[src/design/bnc_pkg.sv]
`default_nettype none
package bnc_pkg;

  localparam int STACK_DEPTH_DEF = 64;
  localparam int PAIR_COUNT_DEF  = 4;
  localparam int LINE_WIDTH_DEF  = 16;

  localparam int PAIR_IDX_W   = 2;
  localparam int ERR_LINE_W   = 16;
  localparam int CFG_INDEX_W  = 1;
  localparam int QUEUE_DEPTH  = 2;

  localparam logic [31:0] OPEN_SET_RESET  = 32'h007B5B28;
  localparam logic [31:0] CLOSE_SET_RESET = 32'h007D5D29;
  localparam logic [7:0]  NEWLINE_CHAR    = 8'd10;

  typedef enum logic [CFG_INDEX_W-1:0] {
    CFG_OPEN_SET  = 1'b0,
    CFG_CLOSE_SET = 1'b1
  } cfg_reg_t;

  typedef enum logic [2:0] {
    VERDICT_OK       = 3'd0,
    VERDICT_NOT_OPEN = 3'd1,
    VERDICT_MISMATCH = 3'd2,
    VERDICT_UNCLOSED = 3'd3,
    VERDICT_OVERFLOW = 3'd4
  } verdict_t;

  // One classified character as it travels from front to back.
  typedef struct packed {
    logic                  newline;
    logic                  is_open;
    logic                  is_close;
    logic [PAIR_IDX_W-1:0] pair;
    logic                  last;
  } item_t;

endpackage
`default_nettype wire

[src/design/bnc_back.sv]
`default_nettype none
module bnc_back #(
  parameter int STACK_DEPTH = bnc_pkg::STACK_DEPTH_DEF,
  parameter int LINE_WIDTH  = bnc_pkg::LINE_WIDTH_DEF
) (
  input  wire logic                           clk,
  input  wire logic                           rst,
  input  wire logic                           item_valid,
  input  wire bnc_pkg::item_t                 item,
  output logic                                take,
  output logic                                result_valid,
  input  wire logic                           result_stall,
  output logic [2:0]                          verdict,
  output logic [bnc_pkg::ERR_LINE_W-1:0]      error_line
);

  localparam int AW = $clog2(STACK_DEPTH);
  localparam int LW = $clog2(STACK_DEPTH + 1);

  // The top entry lives in a register; the memory holds the entries below it.
  logic [bnc_pkg::PAIR_IDX_W-1:0] mem [STACK_DEPTH];
  logic [bnc_pkg::PAIR_IDX_W-1:0] rd_data;
  logic                           byp;
  logic [bnc_pkg::PAIR_IDX_W-1:0] byp_data;
  logic [bnc_pkg::PAIR_IDX_W-1:0] below;

  logic [LW-1:0]                  level;
  logic [LW-1:0]                  level_next;
  logic [bnc_pkg::PAIR_IDX_W-1:0] top;
  logic [bnc_pkg::PAIR_IDX_W-1:0] top_next;
  logic [LINE_WIDTH-1:0]          line_count;
  logic [LINE_WIDTH-1:0]          line_count_next;
  bnc_pkg::verdict_t              err;
  bnc_pkg::verdict_t              err_next;
  logic [LINE_WIDTH-1:0]          err_line;
  logic [LINE_WIDTH-1:0]          err_line_next;
  logic                           push;
  logic                           pop;
  bnc_pkg::verdict_t              res_verdict;
  logic [bnc_pkg::ERR_LINE_W-1:0] res_line;
  logic [AW-1:0]                  rd_addr;

  assign below = byp ? byp_data : rd_data;
  assign take  = item_valid && (!item.last || !result_valid || !result_stall);

  always_comb begin
    logic [LINE_WIDTH-1:0] line_upd;
    logic [LW-1:0]         level_upd;
    logic [LINE_WIDTH-1:0] src_line;
    logic [31:0]           wide_line;
    line_upd      = line_count;
    err_next      = err;
    err_line_next = err_line;
    push          = 1'b0;
    pop           = 1'b0;
    if (err == bnc_pkg::VERDICT_OK) begin
      if (item.newline && line_count != {LINE_WIDTH{1'b1}}) begin
        line_upd = line_count + LINE_WIDTH'(1);
      end
      if (item.is_open) begin
        if (level == LW'(STACK_DEPTH)) begin
          err_next      = bnc_pkg::VERDICT_OVERFLOW;
          err_line_next = line_upd;
        end else begin
          push = 1'b1;
        end
      end else if (item.is_close) begin
        if (level == '0) begin
          err_next      = bnc_pkg::VERDICT_NOT_OPEN;
          err_line_next = line_upd;
        end else if (top == item.pair) begin
          pop = 1'b1;
        end else begin
          err_next      = bnc_pkg::VERDICT_MISMATCH;
          err_line_next = line_upd;
        end
      end
    end
    level_upd = push ? level + LW'(1) : (pop ? level - LW'(1) : level);

    // Verdict as seen after this character.
    if (err_next != bnc_pkg::VERDICT_OK) begin
      res_verdict = err_next;
      src_line    = err_line_next;
    end else if (level_upd != '0) begin
      res_verdict = bnc_pkg::VERDICT_UNCLOSED;
      src_line    = line_upd;
    end else begin
      res_verdict = bnc_pkg::VERDICT_OK;
      src_line    = '0;
    end
    wide_line = 32'(src_line);
    res_line  = (wide_line > 32'h0000FFFF) ? {bnc_pkg::ERR_LINE_W{1'b1}}
                                           : wide_line[bnc_pkg::ERR_LINE_W-1:0];

    top_next        = push ? item.pair : (pop ? below : top);
    level_next      = level_upd;
    line_count_next = line_upd;
    if (item.last) begin
      level_next      = '0;
      line_count_next = '0;
      err_next        = bnc_pkg::VERDICT_OK;
      err_line_next   = '0;
    end
    if (!take) begin
      level_next      = level;
      top_next        = top;
      line_count_next = line_count;
      err_next        = err;
      err_line_next   = err_line;
    end
    rd_addr = AW'(level_next - LW'(2));
  end

  // Spill the old top on a push; prefetch the entry under the next top.
  always_ff @(posedge clk) begin
    if (take && push && level != '0) begin
      mem[AW'(level - LW'(1))] <= top;
    end
    rd_data  <= mem[rd_addr];
    byp_data <= top;
    top      <= top_next;
  end

  always_ff @(posedge clk) begin
    if (rst) begin
      level        <= '0;
      line_count   <= '0;
      err          <= bnc_pkg::VERDICT_OK;
      err_line     <= '0;
      byp          <= 1'b0;
      result_valid <= 1'b0;
    end else begin
      level      <= level_next;
      line_count <= line_count_next;
      err        <= err_next;
      err_line   <= err_line_next;
      byp        <= take && push;
      if (take && item.last) begin
        result_valid <= 1'b1;
      end else if (!result_stall) begin
        result_valid <= 1'b0;
      end
    end
  end

  always_ff @(posedge clk) begin
    if (take && item.last) begin
      verdict    <= res_verdict;
      error_line <= res_line;
    end
  end

endmodule
`default_nettype wire

[config.mk]
export PLATFORM = sky130hd
export DESIGN_NAME = bnc_back
export DESIGN_NICKNAME = d
export VERILOG_FILES = /design/src/design/bnc_pkg.sv /design/src/design/bnc_back.sv
export SDC_FILE = /design/constraint.sdc
export NUM_CORES = 1
export LEC_CHECK = 0
export ABC_AREA = 1
export CAP_MARGIN = 10
export CORE_AREA = 2 2 184 168
export DETAILED_ROUTE_END_ITERATION = 12
export DIE_AREA = 0 0 186 170
export DONT_BUFFER_PORTS = 1
export GPL_ROUTABILITY_DRIVEN = 0
export PLACE_DENSITY = 0.57
export SKIP_CTS_REPAIR_TIMING = 1
export SYNTH_ARGS = -nofsm -noshare
export SYNTH_HDL_FRONTEND = slang
export SYNTH_SLANG_ARGS = --single-unit
[constraint.sdc]
create_clock -name clk -period 3.6 [get_ports clk]
set_input_delay 0.36 -clock clk [delete_from_list [all_inputs] [get_ports clk]]
set_output_delay 0.36 -clock clk [all_outputs]
set_load 0.005 [all_outputs]
# --- Yosys cells after proc, flatten, opt, wreduce, memory -nomap -nowiden ---
# Memories as Yosys holds them, arrays and structs flattened. A register that Yosys moved wholly into a read port is not among the register bits.
# Index checks and enable logic that the tools add are counted.
word_totals:
  mem_bits_rw: 128
  rom_bits: 0
  inputBits: 10
  elab_cells: 76
  regBits: 67
  latchBits: 0
  memories: 1
op_classes:
  addsub: 4
  n_mux: 40
  reduce_logical: 17
  order_cmp: 0
  eq_ne: 4
  multipliers: 0
  bitwise: 0
  n_shift: 0
  n_div: 0
memory_table:
  columns: ["memory", "words", "word_bits", "rd", "rd_ports_with_merged_regs", "write_ports", "line_no", "text"]
  rows:
  - ["mem", 64, 2, 1, 1, 1, "bnc_back.sv:21", "logic [bnc_pkg::PAIR_IDX_W-1:0] mem [STACK_DEPTH];"]
ops:
  columns: ["cell", "count"]
  rows:
  - ["$mux 16", 12]
  - ["$mux 7", 4]
  - ["$mux 3", 8]
  - ["$add 16x1->16 const B", 1]
  - ["$ne 16x16->1 const B", 1]
  - ["$reduce_bool 7->1", 2]
  - ["$mux 1", 12]
  - ["$mux 2", 4]
  - ["$add 7x1->7 const B", 1]
  - ["$eq 7x7->1 const B", 1]
  - ["$logic_not 7->1", 1]
  - ["$sub 7x1->7 const B", 1]
  - ["$sub 6x2->6 const B", 1]
  - ["$logic_and 1x1->1", 5]
  - ["$logic_not 1->1", 3]
  - ["$logic_not 3->1", 1]
  - ["$reduce_bool 3->1", 1]
  - ["$eq 2x2->1", 1]
  - ["$logic_or 1x1->1", 2]
  - ["$ne 2x1->1 const B", 1]
  - ["$reduce_and 2->1", 1]
  - ["$reduce_bool 2->1", 1]

# --- Logic depth before layout (Yosys ltp) ---
# Gate-level depths: netlist of the first run.
depth:
  word_depth: 11
  depth_mapped: 22

# --- Least setup slack after synthesis of the first run ---
# Ideal clock, no wire load.
synth_path:
  path_type: "register -> register"
  start: "reg top[1] (netlist name)"
  end: "reg rd_data[0] (netlist name) (read register of mem)"
  setup_time_ps: 112
  path_buffers: 1
  required_ps: 3488
  path_slack_ps: 741
  stages_incl_launch_ff: 21
  arrival_time_ps: 2747
  cell_sequence: "edfxtp_1 > inv_1 > nand2_1 > nand2_1 > nor2_1 > nand3_4 > nand2_1 > nand3_1 > nand3_2 > nand2_4 > inv_2 > nand2_1 > nand2_1 > nand2_1 > buf_4 > nor2_1 > nand2_1 > nand3_1 > nand2_1 > nand2_1 > nand2_1"
synth_via:
  elab_chain_len: 11
synth_rtl:
  columns: ["item", "line_no", "text"]
  rows:
  - ["start: declaration", "bnc_back.sv:29", "logic [bnc_pkg::PAIR_IDX_W-1:0] top;"]
  - ["start signal: assignment", "bnc_back.sv:122", "top <= top_next;"]
  - ["$eq 2x2->1", "bnc_back.sv:71", "end else if (top == item.pair) begin"]
  - ["$mux 1", "bnc_back.sv:71", null]
  - ["$mux 1", "bnc_back.sv:68", "if (level == '0) begin"]
  - ["$mux 1", "bnc_back.sv:67", "end else if (item.is_close) begin"]
  - ["$mux 1", "bnc_back.sv:60", "if (item.is_open) begin"]
  - ["$mux 1", "bnc_back.sv:56", "if (err == bnc_pkg::VERDICT_OK) begin"]
  - ["$mux 7 (2 in series)", "bnc_back.sv:79", "level_upd = push ? level + LW'(1) : (pop ? level - LW'(1) : level);"]
  - ["$mux 7", "bnc_back.sv:99", "if (item.last) begin"]
  - ["$mux 7", "bnc_back.sv:105", "if (!take) begin"]
  - ["$sub 6x2->6", "bnc_back.sv:112", "rd_addr = AW'(level_next - LW'(2));"]
  - ["end: declaration", "bnc_back.sv:22", "logic [bnc_pkg::PAIR_IDX_W-1:0] rd_data;"]
# Every way passes these cells.
# A chain may end at the register's enable or synchronous reset.

# --- Final worst setup path of the first run ---
layout_path:
  start: "reg level[0]"
  end: "reg rd_data[0] (netlist name) (read register of mem)"
layout_via:
  elab_chain_len: 10
layout_rtl:
  columns: ["item", "line_no", "text"]
  rows:
  - ["start: declaration", "bnc_back.sv:27", "logic [LW-1:0] level;"]
  - ["start signal: assignment", "bnc_back.sv:134", "level <= level_next;"]
  - ["$logic_not 7->1", "bnc_back.sv:68", null]
  - ["$mux 1", "bnc_back.sv:68", null]
  - ["$mux 1", "bnc_back.sv:67", null]
  - ["$mux 1", "bnc_back.sv:60", null]
  - ["$mux 1", "bnc_back.sv:56", null]
  - ["$mux 7 (2 in series)", "bnc_back.sv:79", null]
  - ["$mux 7", "bnc_back.sv:99", null]
  - ["$mux 7 *", "bnc_back.sv:105", null]
  - ["$sub 6x2->6 *", "bnc_back.sv:112", null]
# Every way passes the cells marked *; elsewhere a longest branch is shown, timed or not.

==> summary.txt, run 1 <==
Floorplanning
  – Initial core utilization: 34.5%
  – I/O pin count: 31
  – Site Rows: 60
  – Die area: roughly 32000 sq um
  – Core area: 29700 sq um
  – Die Span Y: 170 um
  – Horizontal die dimension: 186 um

Logic synthesis
  – Async set or reset register ratio after synthesis: 0%
  – Post-synth cell types: between 40 and 50
  – Nets in the synthesized netlist: 1252
  – Post-synthesis cell count: 1238
  – Mean instance size in the synthesized netlist: 8.27 sq um
  – Commonest register cell after synthesis: sky130_fd_sc_hd__edfxtp_1
  – Cell area after technology mapping: around 10000 sq um
  – Seq/Total Area, Yosys: 53.1%
  – Number of synthesized register bits: 197
  – Synthesis Warnings: 0
  – EDFF count, synth: 149

Worst setup path
  – Startpoint type of the worst setup path: flop
  – Endpoint type of the worst setup path: flop
  – Top fanout value on the critical path: 12
  – Critical path data required time: 3.94 ns
  – Worst setup endpoint: rd_data[0]$_DFF_P_
  – Data arrival, critical path: 3.35 ns
  – Critical Path Start: level[0]$_SDFF_PP0_
  – Worst r2r dst: rd_data[0]$_DFF_P_
  – Setup slack on the worst flop-to-flop path: about 0.58 ns
  – Logic depth of the worst register-to-register path: 18
  – Critical path class: flop to flop
  – Critical register-to-register path startpoint: level[0]$_SDFF_PP0_

Routing
  – DRC violation count after routing: 0
  – First-pass DRT Iterations: 8
  – Routed WL per cell: ~16 um
  – Via total after detailed routing: 8318
  – Starting DRC count in detailed routing: a little over 800
  – Count of antenna-violating nets left after detailed routing: 0
  – Via/cell ratio: 5.08
  – Total length of routed wires: 27000 um

STA
  – Final period demand of the worst path: 3.02 ns
  – Top achievable clock speed: 332 MHz
  – Slew Viols, Final: 0
  – Hold violation count in the final report: 0
  – Max Clock Skew: 0.0150 ns
  – Transition time at the pin with the least slew margin: 0.807 ns
  – Total Neg Setup Slack: 0 ns
  – Tcrit/Tclk final: between 80% and 90%
  – Worst-case headroom to the max-slew limit: 46.1%
  – Setup repair after global routing missed its margin: no
  – Number of setup violations in the final report: 0

Global route
  – Largest net degree at the start of global routing: just over 60
  – Global-route wire length before repair: 42800 um
  – Antenna violations before repair: 0
  – Global route overflow: 0
  – GRT Total Usage: 17.7%
  – Via count of the first global-routing pass: 7806

Clock network
  – H-tree depth reported by CTS: 4
  – Maximum buffer depth of the clock tree: 2
  – Clock transition at the register clock pins on the worst setup and hold paths after CTS: about 0.070 ns
  – Number of buffers created by CTS: 17
  – Number of sinks driven by the clock tree: 197
  – Clock Latency Late Sink: 0.45 ns
  – Clock tree root driver cell: sky130_fd_sc_hd__clkbuf_16
  – TritonCTS clock tree: done

Place
  – Dpl cell area: between 10000 and 15000 sq um
  – HPWL after detailed placement: between 15000 and 20000 um
  – Count of input and output buffers: 0

Run status
  – Status: finished, final reports clean

Pwr
  – Cell leakage power: between 4 and 5 nW
  – Cell Pwr Density: about 460 nW/um^2
  – Worst voltage drop across the vdd grid: 349 uV

Run
  – Number of max-capacitance violations reported: 0

Final layout
  – Final std cell area, no fill: 11200 sq um
  – Layout overhead on the synthesized area: 9.36%
  – Layout cells sized above 1: 7.61%
  – ANT cells: 0
  – Number of nets at the end of the flow: between 1000 and 1500

Worst hold path
  – Min-Delay Path Class: input port to flop
==> how the worst min path moves through the flow <==
| stage | slack [ns] | from | endpoint | depth (start not counted) |
|---|---|---|---|---|
| after floorplan | 0.45 | err_line[8]$_SDFFE_PP0P_ | err_line[8]$_SDFFE_PP0P_ | 2 |
| final | 0.1 | rst | result_valid$_SDFFE_PP0P_ | 3 |
| after detailed placement | 0.44 | rst | line_count[4]$_SDFFE_PP0P_ | 1 |
| after global placement | 0.44 | rst | err_line[4]$_SDFFE_PP0P_ | 1 |
| after CTS | -0.04 | rst | err_line[10]$_SDFFE_PP0P_ | 1 |
| after global routing | 0.1 | rst | result_valid$_SDFFE_PP0P_ | 3 |
==> report_power, final <==
part           switching (W)  total, W  leakage, nW  internal, W
Combinational       0.000523  0.000717         2.34     0.000195
Clock               0.000868   0.00184        0.265     0.000971
Sequential         0.0000443   0.00256         1.74      0.00252
Total                0.00143   0.00512         4.34      0.00368
==> synth_stat cells, types with 14 or more instances <==
cell                         n  area (sq um)
sky130_fd_sc_hd__nor2_1    122           458
sky130_fd_sc_hd__inv_2      14          52.6
sky130_fd_sc_hd__o21ai_0    50           250
sky130_fd_sc_hd__dfxtp_1    48           961
sky130_fd_sc_hd__a21oi_1    71           355
sky130_fd_sc_hd__xor2_1     16           140
sky130_fd_sc_hd__nand3_1   124           621
sky130_fd_sc_hd__clkbuf_1   28           105
sky130_fd_sc_hd__inv_1      85           319
sky130_fd_sc_hd__nand2_1   405          1520
sky130_fd_sc_hd__edfxtp_1  149          4470
sky130_fd_sc_hd__buf_2      14          70.1
==> flip-flops by register name, summed over array words and instances, names as in the netlist <==
name	flops
top	2
mem	128
error_line	16
err	3
byp	1
result_valid	1
level	7
byp_data	2
rd_data	2
line_count	16
err_line	16
verdict	3
==> cell usage in the layout, fill, tap and decap left out, types with 17 or more instances in the layout <==
master                        n
sky130_fd_sc_hd__nand2_1    405
sky130_fd_sc_hd__edfxtp_1   149
sky130_fd_sc_hd__nand3_1    124
sky130_fd_sc_hd__nor2_1     121
sky130_fd_sc_hd__inv_1       85
sky130_fd_sc_hd__a21oi_1     71
sky130_fd_sc_hd__o21ai_0     50
sky130_fd_sc_hd__dfxtp_1     48
sky130_fd_sc_hd__clkbuf_16   17
==> cells by family (layout without fill, tap and decap cells) <==
logic type	count (synthesis)	count (layout)	share of synthesized area (%)
buffers and inverters	153	150	6.33
AO/OA/AOI/OAI	151	151	8.03
adder cells (fa/ha/maj)	4	4	0.489
AND/OR/NAND/NOR	713	713	30.3
flip-flops	197	197	53.1
XOR/XNOR	19	19	1.70
multiplexers	1	1	0.0978
==> critical path, stage by stage, from the launching register on <==
cell and delay, ns:
sky130_fd_sc_hd__dfxtp_1 0.49, sky130_fd_sc_hd__inv_2 0.11, sky130_fd_sc_hd__ha_1 0.22, sky130_fd_sc_hd__nand2_2 0.08, sky130_fd_sc_hd__nor2_1 0.07, sky130_fd_sc_hd__nor2_2 0.18
sky130_fd_sc_hd__nand3_1 0.11, sky130_fd_sc_hd__nand3_1 0.17, sky130_fd_sc_hd__nand3_2 0.11, sky130_fd_sc_hd__nand2_4 0.22, sky130_fd_sc_hd__inv_2 0.17, sky130_fd_sc_hd__nand2_1 0.13
sky130_fd_sc_hd__nand2_1 0.06, sky130_fd_sc_hd__nand2_1 0.31, sky130_fd_sc_hd__nand3_1 0.21, sky130_fd_sc_hd__nand3_1 0.13, sky130_fd_sc_hd__nand2_1 0.05, sky130_fd_sc_hd__nand2_1 0.05
sky130_fd_sc_hd__nand2_1 0.05
==> through the flow <==
stage,std cells,hold WS [ns],utilization (%),setup slack (ns),total power [W]
after detailed placement,1605,0.439,35.8,0.665,0.00332
after CTS,1637,-0.0431,37.7,0.643,0.00513
after global routing,1638,0.0955,37.8,0.253,0.00532
after global placement,1605,0.437,35.8,0.682,0.00332
after floorplan,1238,0.445,-,0.741,0.00311
final,1638,0.0980,37.8,0.585,0.00512
==> per-layer routing <==
metal	GRT usage [%]	share of wire (%)	vias up	wire (um)
met3	3.08	5.8	23	1560
met1	26.2	49	4000	13300
li1	-	-	4071	-
met4	4.48	1.2	0	312
met5	0	0	-	0
met2	26.6	44	224	11800
==> cell type report <==
class / count / area, sq um
timing repair buffer: 18 / 160
clock buffer: 20 / 447
clock inverter: 12 / 106
sequential: 197 / 5440
inverter: 100 / 375
fill: 3047 / 18500
tap: 403 / 504
multi-input combinational: 888 / 4170
(Power assumes the default switching activity.)
==> run 2: changes to the inputs <==
Clock period 3.6 ns to 2.85 ns, I/O delays scaled along.
==> run 2 against run 1 <==
Clock power up 39%; total power up 32%; die area unchanged; via count down 0.14%; clock skew down 0.0043 ns; core utilization up 0.74 points; sequential share of layout area down 0.94 points; combinational power up 33%; first-iteration DRC count down 6.2%; critical path depth unchanged; setup slack worse by 0.32 ns; critical path type unchanged; non-clock buffer count up 16.
==> summary.txt, run 2 (synthesized netlist as in run 1, its figures left out) <==
STA
  – Tcrit/Tclk final: 90.6% (was 83.8%)
  – Final period demand of the worst path: 2.58 ns (was 3.02 ns)
  – Number of setup violations in the final report: 0 (unchanged)
  – Total Neg Setup Slack: 0 ns (unchanged)
  – Tightest hold margin: 0.0760 ns (was 0.0980 ns)
  – Setup repair after global routing missed its margin: no (unchanged)
  – Transition time at the pin with the least slew margin: 0.796 ns (was 0.807 ns)
  – Max Clock Skew: 0.0107 ns (was 0.0150 ns)
  – Worst-case headroom to the max-slew limit: 46.9% (was 46.1%)
  – Slew Viols, Final: 0 (unchanged)
  – Top achievable clock speed: 387 MHz (was 332 MHz)
  – Hold violation count in the final report: 0 (unchanged)

Place
  – Count of input and output buffers: 0 (unchanged)
  – HPWL after detailed placement: 18400 um (was 18200 um)

Worst hold path
  – Hold path cells: 4 (was 3)
  – Worst Hold End: result_valid$_SDFFE_PP0P_ (unchanged)
  – Min-Delay Path Class: input port to flop (unchanged)
  – Origin of the worst min-delay path: item[0] (was rst)

Global route
  – Via count of the first global-routing pass: 7631 (was 7806)
  – Global-route wire length before repair: 43400 um (was 42800 um)
  – GRT Total Usage: 17.8% (was 17.7%)
  – Global route overflow: 0 (unchanged)
  – Largest net degree at the start of global routing: 66 (was 61)
  – Antenna violations before repair: 0 (unchanged)

Worst setup path
  – Setup slack on the worst flop-to-flop path: 0.27 ns (was 0.58 ns)
  – Critical path class: flop to flop (unchanged)
  – Startpoint type of the worst setup path: flop (unchanged)
  – Logic depth of the worst register-to-register path: 18 (unchanged)
  – Top fanout value on the critical path: 18 (was 12)
  – Worst r2r dst: rd_data[1]$_DFF_P_ (was rd_data[0]$_DFF_P_)
  – Data arrival, critical path: 2.96 ns (was 3.35 ns)
  – Endpoint type of the worst setup path: flop (unchanged)
  – Critical path data required time: 3.23 ns (was 3.94 ns)
  – Critical register-to-register path startpoint: level[0]$_SDFF_PP0_ (unchanged)

Clock network
  – H-tree depth reported by CTS: 4 (unchanged)
  – Clock Latency Late Sink: 0.44 ns (was 0.45 ns)
  – Number of sinks driven by the clock tree: 197 (unchanged)
  – Number of buffers created by CTS: 17 (unchanged)
  – Clock tree root driver cell: sky130_fd_sc_hd__clkbuf_16 (unchanged)
  – Maximum buffer depth of the clock tree: 2 (unchanged)
  – Clock transition at the register clock pins on the worst setup and hold paths after CTS: 0.07 ns (about the same)
  – TritonCTS clock tree: done (unchanged)

Routing
  – Via total after detailed routing: 8306 (was 8318)
  – Starting DRC count in detailed routing: 774 (was 825)
  – Count of antenna-violating nets left after detailed routing: 0 (unchanged)
  – Total length of routed wires: 27300 um (was 27000 um)
  – Routed WL per cell: 16.5 um (about the same)
  – DRC violation count after routing: 0 (unchanged)
  – First-pass DRT Iterations: 8 (unchanged)
  – Via/cell ratio: 5.03 (was 5.08)

Pwr
  – Sequential power share: 47.9% (was 50.0%)
  – Cell leakage power: 4.46 nW (was 4.34 nW)
  – Cell Pwr Density: 590 nW/um^2 (was 457 nW/um^2)
  – Power spent charging and discharging nets: 0.00182 W (was 0.00143 W)
  – Pint: 0.00492 W (was 0.00368 W)
  – Clock Power Share: 37.9% (was 35.9%)
  – Worst voltage drop across the vdd grid: 479 uV (was 349 uV)
  – Total Power: 0.00673 W (was 0.00512 W)
  – Switch share: 27.0% (was 28.0%)
  – Comb pwr share: 14.2% (was 14.0%)

Final layout
  – Layout cells sized above 1: 9.05% (was 7.61%)
  – Number of nets at the end of the flow: 1252 (was 1236)
  – ANT cells: 0 (unchanged)
  – Commonest cells after routing, fill and taps aside: sky130_fd_sc_hd__nand2_1, sky130_fd_sc_hd__edfxtp_1, sky130_fd_sc_hd__nand3_1 (unchanged)
  – Layout overhead on the synthesized area: 11.5% (was 9.36%)
  – Max FFs per register: 128 (unchanged)
  – Largest register by flop count: mem (unchanged)
  – Most frequent standard cell in the layout excluding fill and tap cells: sky130_fd_sc_hd__nand2_1 (unchanged)

Floorplanning
  – Site Rows: 60 (unchanged)
  – I/O pin count: 31 (unchanged)
  – Initial core utilization: 34.5% (unchanged)
  – Horizontal die dimension: 186 um (unchanged)
  – Core area: 29700 sq um (unchanged)
  – Die Span Y: 170 um (unchanged)
  – Die area: 31600 sq um (unchanged)

Run
  – Number of max-capacitance violations reported: 0 (unchanged)

Run status
  – Status: finished, final reports clean (unchanged)
run 2: critical path, cell delays in order, from the launching register on:
cell	delay [ns]
sky130_fd_sc_hd__dfxtp_1	0.32
sky130_fd_sc_hd__inv_2	0.10
sky130_fd_sc_hd__ha_1	0.17
sky130_fd_sc_hd__nand2_2	0.07
sky130_fd_sc_hd__inv_2	0.07
sky130_fd_sc_hd__nand3_2	0.10
sky130_fd_sc_hd__nand2_4	0.20
sky130_fd_sc_hd__inv_2	0.10
sky130_fd_sc_hd__a21oi_1	0.12
sky130_fd_sc_hd__a21oi_1	0.10
sky130_fd_sc_hd__o21ai_0	0.31
sky130_fd_sc_hd__inv_1	0.14
sky130_fd_sc_hd__nand3_1	0.13
sky130_fd_sc_hd__nand2_1	0.15
sky130_fd_sc_hd__inv_2	0.12
sky130_fd_sc_hd__nand3_1	0.11
sky130_fd_sc_hd__nand2_1	0.08
sky130_fd_sc_hd__nand2_1	0.05
sky130_fd_sc_hd__nand2_1	0.07
run 2: through the flow:
stage	utilization, %	cell area, sq um	instances	worst slack, ns
2_1_floorplan	-	10200	1238	0.0227
3_3_place_gp	36.3	10800	1620	0.224
3_5_place_dp	36.3	10800	1620	0.216
4_1_cts	38.3	11400	1650	0.193
5_1_grt	38.5	11400	1652	0.0201
6_report	38.5	11400	1652	0.269
run 2: how the worst max path moves through the flow:
| stage | startpoint | to | depth (start not counted) |
|---|---|---|---|
| 6_report | level[0]$_SDFF_PP0_ | rd_data[1]$_DFF_P_ | 18 |
| 5_1_grt | level[2]$_SDFF_PP0_ | rd_data[1]$_DFF_P_ | 17 |
| 4_1_cts | level[0]$_SDFF_PP0_ | rd_data[1]$_DFF_P_ | 21 |
| 3_5_place_dp | level[0]$_SDFF_PP0_ | rd_data[1]$_DFF_P_ | 21 |
| 3_3_place_gp | line_count[0]$_SDFFE_PP0P_ | error_line[10]$_DFFE_PP_ | 14 |
| 2_1_floorplan | top[1]$_DFFE_PP_ | rd_data[0]$_DFF_P_ | 20 |
run 2: power groups by stage:
stage / Combinational, W / Sequential [W] / Clock (W)
after CTS: 0.000925 / 0.00322 / 0.00261
after global placement: 0.000921 / 0.00329 / 0
after detailed placement: 0.000921 / 0.00329 / 0
final: 0.000955 / 0.00322 / 0.00255
after global routing: 0.00106 / 0.00323 / 0.00273
after floorplan: 0.000628 / 0.00330 / 0
run 2: area by class of cell:
class / count / area [sq um]
Tap cell: 403 / 504
Sequential cell: 197 / 5440
Fill cell: 3001 / 18200
Clock inverter: 12 / 178
Inverter: 100 / 378
Clock buffer: 18 / 429
Multi-Input combinational cell: 888 / 4180
Timing Repair Buffer: 34 / 317
run 2: routing by layer:
layer	global-route usage (%)	vias to the layer above	routed length, um	part of all wire (%)
li1	-	4105	-	-
met1	27.4	3942	13600	50
met2	26.1	243	12000	44
met3	2.59	16	1470	5.4
met4	4.31	0	256	0.94
met5	0	-	0	0
==> run 3: changes to the inputs <==
Settings changed: ABC_AREA 1 to default, CORE_AREA 2 2 184 168 to 2 2 179 163, DIE_AREA 0 0 186 170 to 0 0 181 165, GPL_ROUTABILITY_DRIVEN 0 to 1, PLACE_DENSITY 0.57 to 0.58.
==> run 3 against run 2 <==
The run now ends with hold timing, setup timing left; clock skew increased by 0.014 ns; hold slack worse by 0.098 ns; first-iteration DRC count decreased by 5.9%; combinational power rose by 24%; count of clock-buffer cells in the layout is 1 lower; total power rose by 4.5%; area after synthesis fell by 5.5%; sequential power about the same; final cell count shrank 14%.
==> summary.txt, run 3 <==
Clock network
  – Clock tree root driver cell: sky130_fd_sc_hd__clkbuf_16 (unchanged)
  – Number of sinks driven by the clock tree: 197 (unchanged)
  – Maximum buffer depth of the clock tree: 2 (unchanged)
  – Clock Latency Late Sink: 0.46 ns (was 0.44 ns)
  – Clock transition at the register clock pins on the worst setup and hold paths after CTS: 0.09 ns (was 0.07 ns)
  – TritonCTS clock tree: done (unchanged)
  – H-tree depth reported by CTS: 4 (unchanged)
  – Number of buffers created by CTS: 17 (unchanged)

Logic synthesis
  – Mean instance size in the synthesized netlist: 10.3 sq um (was 8.27 sq um)
  – EDFF count, synth: 149 (unchanged)
  – Biggest area contributors in the synthesized netlist: sky130_fd_sc_hd__edfxtp_1, sky130_fd_sc_hd__dfxtp_1, sky130_fd_sc_hd__nor2_1 (was sky130_fd_sc_hd__edfxtp_1, sky130_fd_sc_hd__nand2_1, sky130_fd_sc_hd__dfxtp_1)
  – Cell area after technology mapping: 9670 sq um (was 10200 sq um)
  – Synthesis Warnings: 0 (unchanged)
  – Leading post-synthesis cells by instance count: sky130_fd_sc_hd__nor2_1, sky130_fd_sc_hd__edfxtp_1, sky130_fd_sc_hd__nand2_1 (was sky130_fd_sc_hd__nand2_1, sky130_fd_sc_hd__edfxtp_1, sky130_fd_sc_hd__nand3_1)
  – Proportion of netlist area held by the largest area contributor: 46.3% (was 43.7%)
  – Post-synth cell types: 75 (was 46)
  – Post-synthesis cell count: 942 (was 1238)
  – Commonest register cell after synthesis: sky130_fd_sc_hd__edfxtp_1 (unchanged)
  – Most frequently used cell type in the post-synthesis netlist: sky130_fd_sc_hd__nor2_1 (was sky130_fd_sc_hd__nand2_1)
  – Seq/Total Area, Yosys: 56.2% (was 53.1%)
  – Async set or reset register ratio after synthesis: 0% (unchanged)
  – Synth area leader: sky130_fd_sc_hd__edfxtp_1 (unchanged)
  – Number of synthesized register bits: 197 (unchanged)
  – Nets in the synthesized netlist: 956 (was 1252)

Run
  – Number of max-capacitance violations reported: 0 (unchanged)

Pwr
  – Cell leakage power: 4.20 nW (was 4.46 nW)
  – Pint: 0.00490 W (was 0.00492 W)
  – Worst voltage drop across the vdd grid: 317 uV (was 479 uV)
  – Clock Power Share: 37.8% (was 37.9%)
  – Switch share: 30.3% (was 27.0%)
  – Power spent charging and discharging nets: 0.00213 W (was 0.00182 W)
  – Comb pwr share: 16.8% (was 14.2%)
  – Sequential power share: 45.4% (was 47.9%)
  – Cell Pwr Density: 596 nW/um^2 (was 590 nW/um^2)

Worst setup path
  – Worst path max stage delay: 0.49 ns (was 0.32 ns)
  – Series of cell instances along the critical path: inv_2, ha_1, or4b_4, o211a_4, a21boi_4, mux2_4, nor2_4, buf_12, buf_8, buf_6, nand2_2, nand2_2, o21ai_1, or3_1, a32oi_1 (was inv_2, ha_1, nand2_2, inv_2, nand3_2, nand2_4, inv_2, a21oi_1, a21oi_1, o21ai_0, inv_1, nand3_1, nand2_1, inv_2, nand3_1, nand2_1, nand2_1, nand2_1)
  – Startpoint type of the worst setup path: flop (unchanged)
  – Data arrival, critical path: 3.61 ns (was 2.96 ns)
  – Setup slack on the worst flop-to-flop path: -0.39 ns (was 0.27 ns)
  – Endpoint type of the worst setup path: flop (unchanged)
  – Top fanout value on the critical path: 8 (was 18)
  – Dominant cell type by count on the critical path: sky130_fd_sc_hd__nand2_2
  – Critical path class: flop to flop (unchanged)
  – CP bufs+invs: 4 (was 5)
  – Cell family with most CP delay: simple AND/OR/NAND/NOR gates (unchanged)
  – Master of the slowest instance on the critical path: sky130_fd_sc_hd__or4b_4 (was sky130_fd_sc_hd__dfxtp_1)
  – Critical path data required time: 3.22 ns (was 3.23 ns)

Routing
  – Total length of routed wires: 27000 um (was 27300 um)
  – Via/cell ratio: 5.36 (was 5.03)
  – First-pass DRT Iterations: 5 (was 8)
  – Starting DRC count in detailed routing: 728 (was 774)
  – Count of antenna-violating nets left after detailed routing: 0 (unchanged)
  – DRC violation count after routing: 0 (unchanged)
  – Routed WL per cell: 19.1 um (was 16.5 um)
  – Via total after detailed routing: 7590 (was 8306)

STA
  – Post-route worst setup slack: -0.391 ns (was 0.269 ns)
  – Worst-case headroom to the max-slew limit: 40.8% (was 46.9%)
  – Tcrit/Tclk final: 114% (was 90.6%)
  – Top achievable clock speed: 309 MHz (was 387 MHz)
  – Tightest hold margin: -0.0218 ns (was 0.0760 ns)
  – Slew Viols, Final: 0 (unchanged)
  – Max Clock Skew: 0.0246 ns (was 0.0107 ns)
  – Final period demand of the worst path: 3.24 ns (was 2.58 ns)
  – Transition time at the pin with the least slew margin: 0.864 ns (was 0.796 ns)
  – Hold violation count in the final report: 1 (was 0)
  – Number of setup violations in the final report: 10 (was 0)
  – Setup repair after global routing missed its margin: yes (was no)

Final layout
  – Layout cells sized above 1: 21.3% (was 9.05%)
  – Number of nets at the end of the flow: 1056 (was 1252)
  – Final Instance Count excl. Fillers: 1415 (was 1652)
  – Storage element area: 5440 sq um (about the same)
  – Most frequent standard cell in the layout excluding fill and tap cells: sky130_fd_sc_hd__nor2_1 (was sky130_fd_sc_hd__nand2_1)
  – Layout overhead on the synthesized area: 21.9% (was 11.5%)
  – ANT cells: 0 (unchanged)
  – Max FFs per register: 128 (unchanged)
  – Number of fill cells in the layout: 2671 (was 3001)
  – Commonest cells after routing, fill and taps aside: sky130_fd_sc_hd__nor2_1, sky130_fd_sc_hd__edfxtp_1, sky130_fd_sc_hd__buf_4 (was sky130_fd_sc_hd__nand2_1, sky130_fd_sc_hd__edfxtp_1, sky130_fd_sc_hd__nand3_1)
  – Largest register by flop count: mem (unchanged)
  – Multi-input combinational cell area: 4100 sq um (was 4180 sq um)

Worst hold path
  – Min-Delay Path Class: input port to flop (unchanged)

Global route
  – Antenna violations before repair: 0 (unchanged)
  – Global-route wire length before repair: 41300 um (was 43400 um)
  – GRT Total Usage: 18.1% (was 17.8%)
  – Largest net degree at the start of global routing: 66 (unchanged)
  – Via count of the first global-routing pass: 7097 (was 7631)
  – Global route overflow: 0 (unchanged)

Floorplanning
  – Horizontal die dimension: 181 um (was 186 um)
  – Initial core utilization: 34.7% (was 34.5%)
  – I/O pin count: 31 (unchanged)
  – Site Rows: 58 (was 60)
  – Die area: 29900 sq um (was 31600 sq um)
  – Core area: 27900 sq um (was 29700 sq um)
  – Die Span Y: 165 um (was 170 um)

Run status
  – Violations in the final reports: hold timing, setup timing
  – Status: complete, but fails checks (was finished, final reports clean)

Place
  – Final RePlAce weighted congestion: 0.867
  – Cell Count Post-Placement: 1371 (was 1620)
  – HPWL after detailed placement: 18400 um (about the same)
  – Count of input and output buffers: 0 (unchanged)
==> run 3: changes by cell type after synthesis, moves of 11 or more <==
cell	previous run	this run
sky130_fd_sc_hd__a22oi_1	0	14
sky130_fd_sc_hd__nor2_1	122	177
sky130_fd_sc_hd__xnor2_1	2	24
sky130_fd_sc_hd__o21ai_0	50	30
sky130_fd_sc_hd__mux2i_1	1	41
sky130_fd_sc_hd__nand3b_1	12	1
sky130_fd_sc_hd__or3_1	0	12
sky130_fd_sc_hd__nand3_1	124	24
sky130_fd_sc_hd__nand2_1	405	102
sky130_fd_sc_hd__nor3_1	7	28
sky130_fd_sc_hd__inv_1	85	12
sky130_fd_sc_hd__inv_2	14	0
sky130_fd_sc_hd__o22ai_1	3	24
==> run 3: path summary, 6_finish.rpt <==
path | from | endpoint | cells after the start
hold reg to reg | err_line[1]$_SDFFE_PP0P_ | err_line[1]$_SDFFE_PP0P_ | 2
hold / removal | item_valid | result_valid$_SDFFE_PP0P_ | 2
setup reg to reg | level[1]$_SDFF_PP0_ | rd_data[0]$_DFF_P_ | 15
setup / recovery | level[1]$_SDFF_PP0_ | rd_data[0]$_DFF_P_ | 15
==> run 3: kinds of logic (layout without fill, tap and decap cells) <==
kind of cell | count (synthesis) | count (layout) | share of synthesized area, %
DFF | 197 | 197 | 56.2
muxes | 50 | 50 | 5.33
buffers and inverters | 65 | 178 | 2.95
AOI/OAI and AO/OA | 190 | 190 | 13.1
xor gates and xnor gates | 39 | 39 | 3.53
and+or+nand+nor | 397 | 397 | 18.3
adders and majority gates | 4 | 4 | 0.517
==> run 3: per-layer routing <==
| metal | vias to the layer above | part of all wire (%) | global-route usage [%] |
|---|---|---|---|
| met5 | - | 0 | 0 |
| met1 | 3719 | 48 | 26.0 |
| met4 | 0 | 1.6 | 5.21 |
| met3 | 25 | 5.0 | 3.07 |
| li1 | 3637 | - | - |
| met2 | 209 | 45 | 28.4 |
==> run 3: layout make-up <==
| type | count | area share, % |
|---|---|---|
| inverter | 12 | 0.382 |
| sequential | 197 | 46.1 |
| multi-input combinational | 680 | 34.8 |
| timing repair buffer | 134 | 9.33 |
| clock inverter | 15 | 1.96 |
| clock buffer | 17 | 3.61 |
| tap | 360 | 3.82 |
==> run 3: power by group through the flow <==
stage | clock, W | combinational, W | sequential (W)
finish | 0.00266 | 0.00118 | 0.00319
global route | 0.00279 | 0.00128 | 0.00319
CTS | 0.00269 | 0.00110 | 0.00319
detailed placement | 0 | 0.00109 | 0.00326
global placement | 0 | 0.00109 | 0.00326
floorplan | 0 | 0.000635 | 0.00327
==> run 3: worst register-to-register path, cell delays in order (launching register included) <==
cell	delay, ns
sky130_fd_sc_hd__dfxtp_2	0.33
sky130_fd_sc_hd__inv_2	0.05
sky130_fd_sc_hd__ha_1	0.12
sky130_fd_sc_hd__or4b_4	0.49
sky130_fd_sc_hd__o211a_4	0.27
sky130_fd_sc_hd__a21boi_4	0.21
sky130_fd_sc_hd__mux2_4	0.36
sky130_fd_sc_hd__nor2_4	0.18
sky130_fd_sc_hd__buf_12	0.15
sky130_fd_sc_hd__buf_8	0.13
sky130_fd_sc_hd__buf_6	0.11
sky130_fd_sc_hd__nand2_2	0.05
sky130_fd_sc_hd__nand2_2	0.07
sky130_fd_sc_hd__o21ai_1	0.06
sky130_fd_sc_hd__or3_1	0.38
sky130_fd_sc_hd__a32oi_1	0.22
==> run 3: through the flow <==
stage / cell area, sq um / power [W] / setup TNS, ns / utilization, % / worst slack (ns)
detailed placement: 10900 / 0.00435 / -2.67 / 39.1 / -0.471
global route: 11800 / 0.00727 / -3.38 / 42.3 / -0.506
floorplan: 9720 / 0.00391 / -2.08 / - / -0.404
global placement: 10900 / 0.00435 / -1.84 / 39.1 / -0.419
finish: 11800 / 0.00703 / -0.859 / 42.3 / -0.391
CTS: 11500 / 0.00698 / -3.11 / 41.4 / -0.481
